File: config.mk
export PLATFORM = sky130hd
export DESIGN_NAME = utf8_stream_decoder
export DESIGN_NICKNAME = d
export VERILOG_FILES = /design/src/rtl/core/u8d_pkg.sv /design/src/rtl/core/u8d_ctrl.sv /design/src/rtl/core/u8d_datapath.sv /design/src/rtl/core/utf8_stream_decoder.sv
export SDC_FILE = /design/constraint.sdc
export NUM_CORES = 1
export LEC_CHECK = 0
export BUFFER_PORTS_ARGS = -buffer_cell sky130_fd_sc_hd__buf_2
export CAP_MARGIN = 20
export CELL_PAD_IN_SITES_DETAIL_PLACEMENT = 1
export CELL_PAD_IN_SITES_GLOBAL_PLACEMENT = 1
export CORE_ASPECT_RATIO = 1.75
export CORE_MARGIN = 2
export CORE_UTILIZATION = 49
export DETAILED_ROUTE_END_ITERATION = 8
export PLACE_DENSITY = 0.84
export SETUP_SLACK_MARGIN = 0.15
export SLEW_MARGIN = 20
export SYNTH_ARGS = -nofsm -noshare
export SYNTH_HDL_FRONTEND = slang
export SYNTH_SLANG_ARGS = --single-unit
File: constraint.sdc
create_clock -name clk -period 7.7 [get_ports clk]
set_input_delay 1.155 -clock clk [delete_from_list [all_inputs] [get_ports clk]]
set_output_delay 1.155 -clock clk [all_outputs]
set_load 0.03 [all_outputs]
File: src/rtl/core/u8d_pkg.sv
// Package of the UTF-8 stream decoder: types, constants and the decode function.
package u8d_pkg;

    typedef logic [7:0] byte_t;
    typedef byte_t [3:0] window_t;   // entry 0 is the front of the window

    typedef enum logic [1:0] {
        STAT_CP  = 2'd0,
        STAT_ERR = 2'd1,
        STAT_END = 2'd2
    } stat_t;

    localparam logic [7:0]  CONT_PATTERN = 8'h2a;   // expected continuation tag bits
    localparam logic [13:0] SURR_HIGH    = 14'h1b;  // value[24:11] of a surrogate
    localparam logic [24:0] FLOOR_TWO    = 25'd128;
    localparam logic [24:0] FLOOR_THREE  = 25'd2048;
    localparam logic [24:0] FLOOR_FOUR   = 25'd65536;

    typedef struct packed {
        logic        ok;
        logic [2:0]  n;
        logic [20:0] cp;
    } dec_t;

    // Commands from the controller to the datapath.
    typedef struct packed {
        logic load_byte;
        logic drain_step;
        logic finish;
    } cmd_t;

    // Status from the datapath to the controller.
    typedef struct packed {
        logic error_seen;
        logic fill_zero;
        logic out_free;
    } dp_status_t;

    function automatic dec_t decode(window_t w);
        logic [2:0]  n;
        logic [6:0]  lead;
        logic [24:0] v25;
        logic [24:0] v;
        logic        below;
        logic [7:0]  bad;
        logic [7:0]  bad_kept;
        dec_t        r;
        priority if (!w[0][7])
            n = 3'd1;
        else if (w[0][7:5] == 3'b110)
            n = 3'd2;
        else if (w[0][7:4] == 4'b1110)
            n = 3'd3;
        else if (w[0][7:3] == 5'b11110)
            n = 3'd4;
        else
            n = 3'd0;
        unique case (n)
            3'd1:    lead = w[0][6:0];
            3'd2:    lead = {2'b00, w[0][4:0]};
            3'd3:    lead = {3'b000, w[0][3:0]};
            3'd4:    lead = {4'b0000, w[0][2:0]};
            default: lead = 7'd0;
        endcase
        v25 = {lead, w[1][5:0], w[2][5:0], w[3][5:0]};
        unique case (n)
            3'd1:
            begin
                v     = v25 >> 18;
                below = 1'b0;
            end
            3'd2:
            begin
                v     = v25 >> 12;
                below = (v < FLOOR_TWO);
            end
            3'd3:
            begin
                v     = v25 >> 6;
                below = (v < FLOOR_THREE);
            end
            3'd4:
            begin
                v     = v25;
                below = (v < FLOOR_FOUR);
            end
            default:
            begin
                v     = v25;
                below = 1'b1;
            end
        endcase
        bad = {below, (v[24:11] == SURR_HIGH), w[1][7:6], w[2][7:6], w[3][7:6]}
              ^ CONT_PATTERN;
        // Only the checks that apply to this length are kept.
        unique case (n)
            3'd1:    bad_kept = bad >> 6;
            3'd2:    bad_kept = bad >> 4;
            3'd3:    bad_kept = bad >> 2;
            default: bad_kept = bad;
        endcase
        r.ok = (n != 3'd0) && (bad_kept == 8'd0);
        r.n  = n;
        r.cp = v[20:0];
        return r;
    endfunction

endpackage

File: src/rtl/core/u8d_ctrl.sv
// Controller of the UTF-8 stream decoder: accepts words and sequences the end-of-stream drain.
module u8d_ctrl
    import u8d_pkg::*;
(
    input  logic       clk,
    input  logic       rst_n,
    input  logic       s_tvalid,
    input  logic       s_tuser,
    output logic       s_tready,
    input  dp_status_t status,
    output cmd_t       cmd
);

    typedef enum logic {
        ST_RUN,
        ST_DRAIN
    } state_t;

    state_t state_reg;
    state_t state_next;
    logic   accept;

    assign s_tready = (state_reg == ST_RUN) && status.out_free;
    assign accept   = s_tvalid && s_tready;

    always_comb
    begin
        state_next     = state_reg;
        cmd.load_byte  = 1'b0;
        cmd.drain_step = 1'b0;
        cmd.finish     = 1'b0;
        unique case (state_reg)
            ST_RUN:
            begin
                if (accept)
                begin
                    if (!s_tuser)
                        cmd.load_byte = !status.error_seen;
                    else if (status.error_seen || status.fill_zero)
                        cmd.finish = 1'b1;
                    else
                        state_next = ST_DRAIN;
                end
            end
            ST_DRAIN:
            begin
                if (status.out_free)
                begin
                    if (status.fill_zero)
                    begin
                        cmd.finish = 1'b1;
                        state_next = ST_RUN;
                    end
                    else
                        cmd.drain_step = 1'b1;
                end
            end
            default: state_next = ST_RUN;
        endcase
    end

    always_ff @(posedge clk or negedge rst_n)
    begin
        if (!rst_n)
            state_reg <= ST_RUN;
        else
            state_reg <= state_next;
    end

endmodule

File: src/rtl/core/u8d_datapath.sv
// Datapath of the UTF-8 stream decoder: window, fill count, decoder and output register.
module u8d_datapath
    import u8d_pkg::*;
(
    input  logic        clk,
    input  logic        rst_n,
    input  cmd_t        cmd,
    input  logic [7:0]  s_tdata,
    input  logic        m_tready,
    output dp_status_t  status,
    output logic        m_tvalid,
    output logic [23:0] m_tdata,
    output logic        m_tlast,
    output logic [1:0]  m_tuser
);

    window_t     win_reg;
    window_t     win_next;
    logic [2:0]  fill_reg;
    logic [2:0]  fill_next;
    logic        err_reg;
    logic        err_next;
    logic        out_valid_reg;
    logic        out_valid_next;
    logic [20:0] out_cp_reg;
    logic [20:0] out_cp_next;
    stat_t       out_stat_reg;
    stat_t       out_stat_next;
    logic        out_last_reg;
    logic        out_last_next;

    window_t     win_app;
    window_t     dec_src;
    dec_t        dec;
    logic [2:0]  fill_dec;
    logic [2:0]  fill_left;
    logic        out_free;

    assign out_free = !out_valid_reg || m_tready;

    always_comb
    begin
        win_app                = win_reg;
        win_app[fill_reg[1:0]] = s_tdata;
    end

    // A loaded word is decoded together with the window it completes.
    assign dec_src   = cmd.load_byte ? win_app : win_reg;
    assign dec       = decode(dec_src);
    assign fill_dec  = cmd.load_byte ? 3'd4 : fill_reg;
    assign fill_left = (fill_dec > dec.n) ? (fill_dec - dec.n) : 3'd0;

    always_comb
    begin
        win_next       = win_reg;
        fill_next      = fill_reg;
        err_next       = err_reg;
        out_valid_next = out_valid_reg && !m_tready;
        out_cp_next    = out_cp_reg;
        out_stat_next  = out_stat_reg;
        out_last_next  = out_last_reg;
        priority if (cmd.finish)
        begin
            win_next       = '0;
            fill_next      = 3'd0;
            err_next       = 1'b0;
            out_valid_next = 1'b1;
            out_cp_next    = 21'd0;
            out_stat_next  = STAT_END;
            out_last_next  = 1'b1;
        end
        else if (cmd.load_byte && (fill_reg != 3'd3))
        begin
            win_next  = win_app;
            fill_next = fill_reg + 3'd1;
        end
        else if (cmd.load_byte || cmd.drain_step)
        begin
            out_valid_next = 1'b1;
            out_last_next  = cmd.load_byte;
            if (dec.ok)
            begin
                win_next      = dec_src >> {dec.n, 3'b000};
                fill_next     = fill_left;
                out_cp_next   = dec.cp;
                out_stat_next = STAT_CP;
            end
            else
            begin
                // An error during the drain empties the window so the end word follows.
                win_next      = cmd.load_byte ? win_app : '0;
                fill_next     = cmd.load_byte ? 3'd4 : 3'd0;
                err_next      = 1'b1;
                out_cp_next   = 21'd0;
                out_stat_next = STAT_ERR;
            end
        end
        else
        begin
            out_valid_next = out_valid_reg && !m_tready;
        end
    end

    always_ff @(posedge clk or negedge rst_n)
    begin
        if (!rst_n)
        begin
            win_reg       <= '0;
            fill_reg      <= 3'd0;
            err_reg       <= 1'b0;
            out_valid_reg <= 1'b0;
        end
        else
        begin
            win_reg       <= win_next;
            fill_reg      <= fill_next;
            err_reg       <= err_next;
            out_valid_reg <= out_valid_next;
        end
    end

    always_ff @(posedge clk)
    begin
        out_cp_reg   <= out_cp_next;
        out_stat_reg <= out_stat_next;
        out_last_reg <= out_last_next;
    end

    assign status.error_seen = err_reg;
    assign status.fill_zero  = (fill_reg == 3'd0);
    assign status.out_free   = out_free;

    assign m_tvalid = out_valid_reg;
    assign m_tdata  = {3'b000, out_cp_reg};
    assign m_tuser  = out_stat_reg;
    assign m_tlast  = out_last_reg;

    a_fill_range: assert property (@(posedge clk) disable iff (!rst_n)
        fill_reg <= 3'd4)
        else $error("fill count out of range");

    a_finish_clears: assert property (@(posedge clk) disable iff (!rst_n)
        cmd.finish |=> (fill_reg == 3'd0) && !err_reg && m_tvalid && m_tlast
                       && (out_stat_reg == STAT_END))
        else $error("end word did not return the block to reset");

    a_drain_not_last: assert property (@(posedge clk) disable iff (!rst_n)
        cmd.drain_step |=> m_tvalid && !m_tlast && (out_stat_reg != STAT_END))
        else $error("drain word marked last or end");

    a_error_sticky: assert property (@(posedge clk) disable iff (!rst_n)
        (err_reg && !cmd.finish) |=> err_reg)
        else $error("error flag dropped without end of stream");

endmodule

File: src/rtl/core/utf8_stream_decoder.sv
// Result: registered, and presented in the cycle after the input word that causes it.
// Rate: one word per cycle unless m_tready stalls; output frees in the cycle it is taken.
// End of stream: the flush word, then one word per remaining code point (at most three)
// from the decode unit, then the end word; no input word is taken during the drain.
// Reset: asynchronous, active low; clears the window, fill count, error flag and m_tvalid.
// Top level of the UTF-8 stream decoder.
module utf8_stream_decoder
    import u8d_pkg::*;
(
    input  logic        clk,
    input  logic        rst_n,
    input  logic        s_tvalid,
    output logic        s_tready,
    input  logic [7:0]  s_tdata,   // [7:0] data_byte
    input  logic        s_tuser,   // [0] func
    output logic        m_tvalid,
    input  logic        m_tready,
    output logic [23:0] m_tdata,   // [20:0] code_point, [23:21] zero
    output logic [1:0]  m_tuser,   // [1:0] status
    output logic        m_tlast    // last word caused by the input word
);

    cmd_t       cmd;
    dp_status_t status;

    u8d_ctrl u_ctrl (
        .clk      (clk),
        .rst_n    (rst_n),
        .s_tvalid (s_tvalid),
        .s_tuser  (s_tuser),
        .s_tready (s_tready),
        .status   (status),
        .cmd      (cmd)
    );

    u8d_datapath u_datapath (
        .clk      (clk),
        .rst_n    (rst_n),
        .cmd      (cmd),
        .s_tdata  (s_tdata),
        .m_tready (m_tready),
        .status   (status),
        .m_tvalid (m_tvalid),
        .m_tdata  (m_tdata),
        .m_tlast  (m_tlast),
        .m_tuser  (m_tuser)
    );

endmodule
Word level (Yosys, flattened, before mapping). Cells that the tools add are included.

Input port bits: 13. Output and inout bits: 29. Register bits: 62.

Multiplexer cells: 49. Shift-type cells: 1. Equality and inequality tests: 11. Order comparisons: 6. Bitwise operators: 3. Add/subtract/negate cells: 2. Reduce and logical (&&, ||, !) cells: 19.

Operator list (number): $mux 32 (6); $pmux 25 s3 (1); $mux 3 (11); $bwmux 32 (1); $shr 32x6->32 (1); $pmux 7 s4 (1); $lt 25x17->1 const B (1); $pmux 8 s3 (1); $mux 1 (21); $mux 21 (1); $lt 19x12->1 const B (1); $demux 8 s2 (1); $eq 14x5->1 const B (1); $lt 13x8->1 const B (1); $logic_not 8->1 (1); $mux 8 (1); $eq 3x2->1 const B (2); $eq 3x3->1 const B (2); $logic_and 1x1->1 (6); $reduce_bool 3->1 (2); $eq 5x5->1 const B (1); $eq 4x4->1 const B (1); $ne 2x2->1 const B (2); $pmux 1 s2 (2); other kinds (17) (22).

Logic depth before layout (Yosys ltp). Gate-level depths: netlist of the first run.

Word-level depth: 23. Mapped depth: 15. Depth with buffers taken out: 13.

Cells and area by module. From an unflattened synthesis of the first run, not the netlist that was laid out.

Cell total of the unflattened synthesis: 528. Area, all modules: 4579.4 um^2.

Modules (own cells, without submodules): u8d_datapath (sequential area each 1406.3 um^2, cells an instance 518, times used 1, area an instance 4478.0 um^2); u8d_ctrl (sequential area each 25.0 um^2, cells an instance 10, times used 1, area an instance 101.3 um^2).

Worst setup path before layout of the first run. Ideal clock, no wire load.

Path kind: input to register. Start point: in s_tuser. End point: reg u_datapath.win_reg[23] (netlist name). Data required time: 7574 ps. Arrival: 3610 ps. Path slack: 3964 ps. Cell stages on the path: 10. Path through: nand4bb_4 -> nor3_4 -> mux2i_2 -> inv_2 -> a221oi_2 -> o211ai_1 -> nor2_4 -> a31oi_4 -> a21o_4 -> a221o_1.

Longest elaborated chain between the ends: 20. Elaborated cells between the ends (all ways): 39. Those cells by class: order compare: 3; eq/ne: 8; shift: 1; mux: 20; bitwise: 1; reduce/logical: 6.

RTL lines: from (decl) (line utf8_stream_decoder.sv:15) `input logic s_tuser,`; $mux 1 (line u8d_ctrl.sv:37) `if (!s_tuser)`; $mux 1 (line u8d_ctrl.sv:35) `if (accept)`; $mux 1 (line u8d_ctrl.sv:32) `unique case (state_reg)`; $mux 32 (line u8d_datapath.sv:48) `assign dec_src = cmd.load_byte ? win_app : win_reg;`; $eq 5x5->1 (line u8d_pkg.sv:54) `else if (w[0][7:3] == 5'b11110)`; $mux 3 (line u8d_pkg.sv:54); $mux 3 (line u8d_pkg.sv:52) `else if (w[0][7:4] == 4'b1110)`; $mux 3 (line u8d_pkg.sv:50) `else if (w[0][7:5] == 3'b110)`; [4 not listed]; $pmux 1 s4 or $eq 14x5->1 (tied branches) (line u8d_pkg.sv:66, u8d_pkg.sv:93); $pmux 8 s3 (line u8d_pkg.sv:96) `unique case (n)`; $logic_not 8->1 (line u8d_pkg.sv:102) `r.ok = (n != 3'd0) && (bad_kept == 8'd0);`; $logic_and 1x1->1 (line u8d_pkg.sv:102); $mux 32 (line u8d_datapath.sv:81) `if (dec.ok)`; $mux 32 (line u8d_datapath.sv:77) `else if (cmd.load_byte || cmd.drain_step)`; $mux 32 (line u8d_datapath.sv:72) `else if (cmd.load_byte && (fill_reg != 3'd3))`; $mux 32 (line u8d_datapath.sv:62) `priority if (cmd.finish)`; to (signal assigned) (line u8d_datapath.sv:115) `win_reg <= win_next;`; to (decl) (line u8d_datapath.sv:17) `window_t win_reg;`.

Several ways; a longest one is shown, not always the timed one. The select of a mux whose other input is x is not followed. A chain may end at the register's enable or synchronous reset.

Final worst setup path of the first run.
Start point: in s_tvalid. End point: reg u_datapath.win_reg[5] (netlist name).

Longest elaborated chain between the ends: 20. Elaborated cells between the ends (all ways): 38. Those cells by class: order compare: 3; eq/ne: 8; shift: 1; mux: 18; bitwise: 1; reduce/logical: 7.

RTL lines: from (decl) (line utf8_stream_decoder.sv:12) `input logic s_tvalid,`; $logic_and 1x1->1 * (line u8d_ctrl.sv:24) `assign accept = s_tvalid && s_tready;`; $mux 1 (line u8d_ctrl.sv:35); $mux 1 (line u8d_ctrl.sv:32); $mux 32 (line u8d_datapath.sv:48); $eq 5x5->1 (line u8d_pkg.sv:54); $mux 3 (line u8d_pkg.sv:54); $mux 3 (line u8d_pkg.sv:52); $mux 3 (line u8d_pkg.sv:50); [4 not listed]; $pmux 1 s4 or $eq 14x5->1 (tied branches) (line u8d_pkg.sv:66, u8d_pkg.sv:93); $pmux 8 s3 (line u8d_pkg.sv:96); $logic_not 8->1 (line u8d_pkg.sv:102); $logic_and 1x1->1 (line u8d_pkg.sv:102); $mux 32 (line u8d_datapath.sv:81); $mux 32 (line u8d_datapath.sv:77); $mux 32 (line u8d_datapath.sv:72); $mux 32 (line u8d_datapath.sv:62).

Every way passes the cells marked *; elsewhere a longest branch is shown, timed or not. The select of a mux whose other input is x is not followed.

==> results of run 1 <==
[worst max-delay path, stage by stage]
cell and delay, ns:
buf_2 0.13, nor3b_4 0.28, and3_1 0.59, mux2_2 0.44
nor2_1 0.56, o21ai_0 0.24, o211ai_2 0.29, nand3_4 0.48
a2111oi_0 0.45, a221o_1 0.17
[cells in the mapped netlist, drive strengths merged (11+ instances only)]
| cell type | count |
|---|---|
| o22ai | 22 |
| dfxtp | 24 |
| buf | 21 |
| mux2i | 39 |
| nand2 | 62 |
| inv | 17 |
| nand3 | 11 |
| clkbuf | 21 |
| nor2 | 58 |
| o21ai | 28 |
| a21oi | 27 |
| nor3 | 13 |
| dfrtp | 38 |
| a221o | 20 |
[through the flow]
stage	utilization	hold slack (ns)	setup slack, ns	power [mW]
2_1_floorplan	-	0.4559	3.964	1.259
3_3_place_gp	0.5180	0.4287	3.001	1.577
3_5_place_dp	0.5184	0.4457	2.905	1.609
4_1_cts	0.5529	0.4589	3.241	2.068
5_1_grt	0.5533	0.4834	2.898	2.185
6_report	0.5533	0.4566	3.175	2.093
[area by class of cell]
| cell class | instances | area (um2) |
|---|---|---|
| clock buffers | 9 | 225.2 |
| clock inverters | 7 | 97.59 |
| fillers | 1134 | 4177 |
| inverters | 17 | 63.81 |
| multi-input cells | 429 | 2953 |
| flip-flops and latches | 62 | 1431 |
| well taps | 122 | 152.6 |
| repair buffers | 46 | 250.2 |
[cells by family (layout without fill, tap and decap cells)]
family | after synthesis | count (layout) | share of synthesized area
AOI/OAI and AO/OA | 168 | 168 | 0.2708
muxes | 49 | 49 | 0.1100
DFF | 62 | 62 | 0.3085
other | 1 | 3 | 0.0008083
xor gates and xnor gates | 1 | 1 | 0.001888
adders and majority gates | 9 | 9 | 0.02589
and+or+nand+nor | 199 | 199 | 0.2238
buffers and inverters | 59 | 79 | 0.05825
[routing by layer]
metal | vias to the layer above | wire length, um | GRT usage
met5 | - | 0 | 0
met2 | 251 | 9530 | 0.6435
met3 | 84 | 1161 | 0.06344
li1 | 2090 | - | -
met4 | 0 | 1433 | 0.2679
met1 | 2384 | 6809 | 0.4276
[cells in the final DEF, fill, tap and decap left out, drive strengths merged, types with 18 or more instances in the layout]
cell / instances
a21oi: 27
inv: 18
dfxtp: 24
mux2i: 39
nor2: 58
nand2: 62
o21ai: 28
buf: 46
dfrtp: 38
o22ai: 22
a221o: 20
[path summary, 6_finish.rpt]
path	endpoint	slack [ns]	depth (start not counted)
worst max-delay path	u_datapath.win_reg[5]$_DFFE_PN0P_	3.18	10
worst min-delay path	u_datapath.out_cp_reg[9]$_SDFFE_PP0P_	0.46	2
worst max register to register	u_datapath.win_reg[11]$_DFFE_PN0P_	3.38	12
worst min register to register	u_datapath.out_cp_reg[9]$_SDFFE_PP0P_	0.46	2
max in group asynchronous	u_datapath.win_reg[8]$_DFFE_PN0P_	6.09	1
min in group asynchronous	u_datapath.win_reg[4]$_DFFE_PN0P_	0.97	1
[power groups by stage]
stage               Clock, mW  Combinational (mW)  Sequential (mW)
global placement            0                1.08            0.502
floorplan                   0               0.743            0.516
detailed placement          0                1.10            0.508
CTS                     0.456                1.11            0.503
global route            0.464                1.20            0.516
finish                  0.451                1.13            0.509
==> flow_metrics.tcl, run 1 <==
set metrics [dict create \
    cts_buffers 9 \
    post_cts_resized 0 \
    timing.rr.start "u_datapath.fill_reg[1]$_DFFE_PN0P_" \
    postSynth.asyncResetShare 0.6129 \
    power_frac_clock 0.215 \
    ys_seq_area_frac 0.3085 \
    setup_viol_count_final 0 \
    fin_cells 692 \
    rsz0062_at_grt "false" \
    p_per_area_nw_per_um2 404.5 \
    worstHoldStart "u_datapath.out_cp_reg[9]$_SDFFE_PP0P_" \
    largest_reg_flops 32 \
    syn_avg_cell_area_um2 8.466 \
    fin_skew_ns 0.005079 \
    yosysWarnings 0 \
    fin_crit_sh 0.5876 \
    power.net_switching_mw 1.025 \
    antenna_cells 0 \
    track_usage 0.3803 \
    ys_seq_elements 62 \
    drc 0 \
    portBuffers 38 \
    core.rowCount 47 \
    cts.path.max_buffers 2 \
    io_pins 42 \
    place_area_um2 4847 \
    worstSkewPairLatency_ns 0.34 \
    die_area_um2 10290 \
    gp_congestion 1.032 \
    dp_hpwl_um 14010 \
    min_path_type "reg -> reg" \
    syn_inst 548 \
    area_growth_pct 11.52 \
    drtPass1Iterations 5 \
    start_util 0.4962 \
    maxCapViolCount 0 \
    slew_headroom 0.3339 \
    status "finished clean" \
    routedWlPerCell_um 27.36 \
    drtIter0Drc 407 \
    synth_top_area_cell "dfrtp_1" \
    routed_wl_um 18930 \
    clkTransAtPathRegs_ns 0.06 \
    cts-root-buf "clkbuf_16" \
    ys_top_cells_by_area "dfrtp_1, dfxtp_1, mux2i_1, nand2_1, nor2_1" \
    syn-cell-area_um2 4639 \
    maxSlewViolCount 0 \
    fin_nets 587 \
    die_y_um 132.7 \
    crit_type "in -> reg" \
    fin_crit_ns 4.525 \
    vdd_drop_max_v 0.0002315 \
    clock.fmax_mhz 221.0 \
    cp_data_arrival_time_ns 4.80 \
    p_leak_nw 2.261 \
    drive_gt1_frac 0.1684 \
    p_seq_frac 0.243 \
    die-width_um 77.56 \
    synth-edff-count 0 \
    viasPerCell 6.949 \
    sw_frac_of_total 0.4896 \
    hold_buffers 0 \
    tns_ns 0 \
    start_kind "primary input" \
    synth_top_area_share 0.2050 \
    ys.flop_type "dfrtp_1" \
    worstPathMaxFanout 37 \
    ys_types 73 \
    cts_tree "built" \
    cp-end-kind "flip-flop" \
    fin_area_um2 5174 \
    grt_max_degree 39 \
    post_cts_buffers 0 \
    grt-ovfl-total 0 \
    intPower_mw 1.068 \
    dp.cells 676 \
    pwr-share-comb 0.541 \
    tightest_slew_ns 0.9991 \
    cts_sinks 62 \
    startpoint "s_tvalid" \
    first_global_vias 4878 \
    vias 4809 \
    worstPathRequired_ns 7.98 \
    final-hold-violation-count 0 \
    htree_levels 3 \
    antenna_left 0 \
    antenna_found_initial 0 \
    core-area_um2 9350 \
    grt_first_pass_wirelength_um 29440 \
]
Note: power is estimated with default switching activity, not from simulation.
==> run 2: changes to the inputs <==
--- a/config.mk
+++ b/config.mk
@@ -11,9 +11,9 @@
 export CELL_PAD_IN_SITES_GLOBAL_PLACEMENT = 1
 export CORE_ASPECT_RATIO = 1.75
 export CORE_MARGIN = 2
-export CORE_UTILIZATION = 49
+export CORE_UTILIZATION = 41
 export DETAILED_ROUTE_END_ITERATION = 8
-export PLACE_DENSITY = 0.84
+export PLACE_DENSITY = 0.74
 export SETUP_SLACK_MARGIN = 0.15
 export SLEW_MARGIN = 20
 export SYNTH_ARGS = -nofsm -noshare
==> constraint.sdc (replaced) <==
create_clock -name clk -period 4.1 [get_ports clk]
set_input_delay 0.615 -clock clk [delete_from_list [all_inputs] [get_ports clk]]
set_output_delay 0.615 -clock clk [all_outputs]
set_load 0.03 [all_outputs]
==> run 2 against run 1 <==
Non-clock buffer count rose by 23. Critical path type is now reg -> reg. Sequential power grew 87%. Die area rose by 19%. Largest power group unchanged. Critical path depth up 2. Utilization down 6.8 points. First-iteration DRC count increased by 12%. Sequential cell count unchanged. Routed wire length grew 3.4%.
==> flow_metrics.tcl, run 2 (same netlist as run 1, synthesis figures left out) <==
set metrics [dict create \
    cts-root-buf "clkbuf_16" \
    antenna_left 0 \
    hold_buffers 0 \
    die_area_um2 12220 \
    start_util 0.4178 \
    endpoint "u_datapath.win_reg[20]$_DFFE_PN0P_" \
    die-width_um 84.41 \
    p_per_area_nw_per_um2 744.0 \
    drc 0 \
    tightest_slew_ns 0.9511 \
    core-area_um2 11100 \
    grt-ovfl-total 0 \
    htree_levels 3 \
    place_area_um2 5029 \
    drtPass1Iterations 5 \
    reg2reg_depth 12 \
    final_common_cell "nand2_1" \
    dp_hpwl_um 14610 \
    die_y_um 144.7 \
    routed_wl_um 19580 \
    reg2reg_to "u_datapath.win_reg[20]$_DFFE_PN0P_" \
    tns_ns 0 \
    crit_type "reg -> reg" \
    clock.fmax_mhz 263.6 \
    viasPerCell 6.792 \
    status "finished clean" \
    io_pins 42 \
    worstSkewPairLatency_ns 0.34 \
    fin_nets 610 \
    drive_gt1_frac 0.2057 \
    cts_sinks 62 \
    min_path_type "in -> async" \
    portBuffers 38 \
    cts_buffers 9 \
    final-hold-violation-count 0 \
    maxSlewViolCount 0 \
    core.rowCount 51 \
    cts.path.max_buffers 2 \
    antenna_cells 0 \
    setup_viol_count_final 0 \
    p_leak_nw 2.374 \
    startpoint "u_datapath.fill_reg[0]$_DFFE_PN0P_" \
    grt_max_degree 39 \
    post_cts_buffers 0 \
    drtIter0Drc 455 \
    start_kind "flip-flop" \
    fin_skew_ns 0.009478 \
    grt_first_pass_wirelength_um 29600 \
    cts_tree "built" \
    worstPathMaxFanout 16 \
    regToRegSetupSlack_ns 0.31 \
    routedWlPerCell_um 27.01 \
    timing.rr.start "u_datapath.fill_reg[0]$_DFFE_PN0P_" \
    fin_crit_sh 0.9252 \
    maxCapViolCount 0 \
    layout_common_cells "nand2_1, nor2_1, buf_2, dfrtp_1, mux2i_1" \
    gp_congestion 1.019 \
    first_global_vias 4976 \
    vias 4924 \
    rsz0062_at_grt "false" \
    clkTransAtPathRegs_ns 0.06 \
    area_growth_pct 16.24 \
    track_usage 0.3248 \
    dp.cells 709 \
    cp_data_arrival_time_ns 4.01 \
    cp-end-kind "flip-flop" \
    worstPathRequired_ns 4.32 \
    slew_headroom 0.3660 \
    vdd_drop_max_v 0.0003700 \
    fin_cells 725 \
    fin_crit_ns 3.793 \
    antenna_found_initial 0 \
    largest_reg_flops 32 \
    fin_area_um2 5393 \
]
run 2: per-stage QoR:
step / power [mW] / hold WS (ns) / util / worst slack [ns]
2_1_floorplan: 2.365 / 0.3194 / - / 0.8753
3_3_place_gp: 3.013 / 0.4311 / 0.4529 / 0.1230
3_5_place_dp: 3.076 / 0.4387 / 0.4529 / 0.03680
4_1_cts: 3.958 / 0.4337 / 0.4829 / 0.2059
5_1_grt: 4.210 / 0.4632 / 0.4857 / 0.1687
6_report: 4.012 / 0.4070 / 0.4857 / 0.3068
run 2: worst min path at each step:
stage | startpoint | end | slack, ns | depth (start not counted)
6_report | rst_n | u_datapath.m_tvalid$_DFF_PN0_ | 0.41 | 1
5_1_grt | u_datapath.out_cp_reg[13]$_SDFFE_PP0P_ | u_datapath.out_cp_reg[13]$_SDFFE_PP0P_ | 0.46 | 2
4_1_cts | rst_n | u_datapath.m_tvalid$_DFF_PN0_ | 0.43 | 1
3_5_place_dp | u_datapath.out_cp_reg[4]$_SDFFE_PP0P_ | u_datapath.out_cp_reg[4]$_SDFFE_PP0P_ | 0.44 | 2
3_3_place_gp | u_datapath.out_cp_reg[8]$_SDFFE_PP0P_ | u_datapath.out_cp_reg[8]$_SDFFE_PP0P_ | 0.43 | 2
2_1_floorplan | rst_n | u_ctrl.state_reg$_DFF_PN0_ | 0.32 | 0
run 2: area by class of cell:
| class | count | area (um2) |
|---|---|---|
| clock buffers | 10 | 239.0 |
| clock inverters | 6 | 92.59 |
| fillers | 1367 | 5710 |
| inverters | 17 | 63.81 |
| multi-input cells | 429 | 2978 |
| flip-flops and latches | 62 | 1431 |
| well taps | 132 | 165.2 |
| repair buffers | 69 | 422.9 |
run 2: where the power goes:
part	internal (mW)	total [mW]	switching, mW
clock	0.553	0.862	0.309
sequential	0.763	0.950	0.186
combinational	0.772	2.20	1.43
total	2.09	4.01	1.92
run 2: metal layers:
metal / share of wire / track usage
met3: 0.054 / 0.04084
met1: 0.35 / 0.3453
met2: 0.51 / 0.5931
met5: 0 / 0
met4: 0.076 / 0.2206
run 2: what timing repair did:
action | in CTS | in global routing
endpoints found under the setup margin | 1 | 32
endpoints found under the hold margin | 0 | 0
gates resized for setup | 1 | 6
run 2: critical path, cell delays in order (launching register included):
cell and delay [ns]:
dfrtp_1 0.44, inv_1 0.11, ha_1 0.34, and4bb_1 0.26
nand3_1 0.14, buf_4 0.25, mux2_4 0.37, mux2i_1 0.32
nor4_4 0.07, nor2_4 0.29, a31oi_4 0.33, a21o_4 0.37
a221o_1 0.36
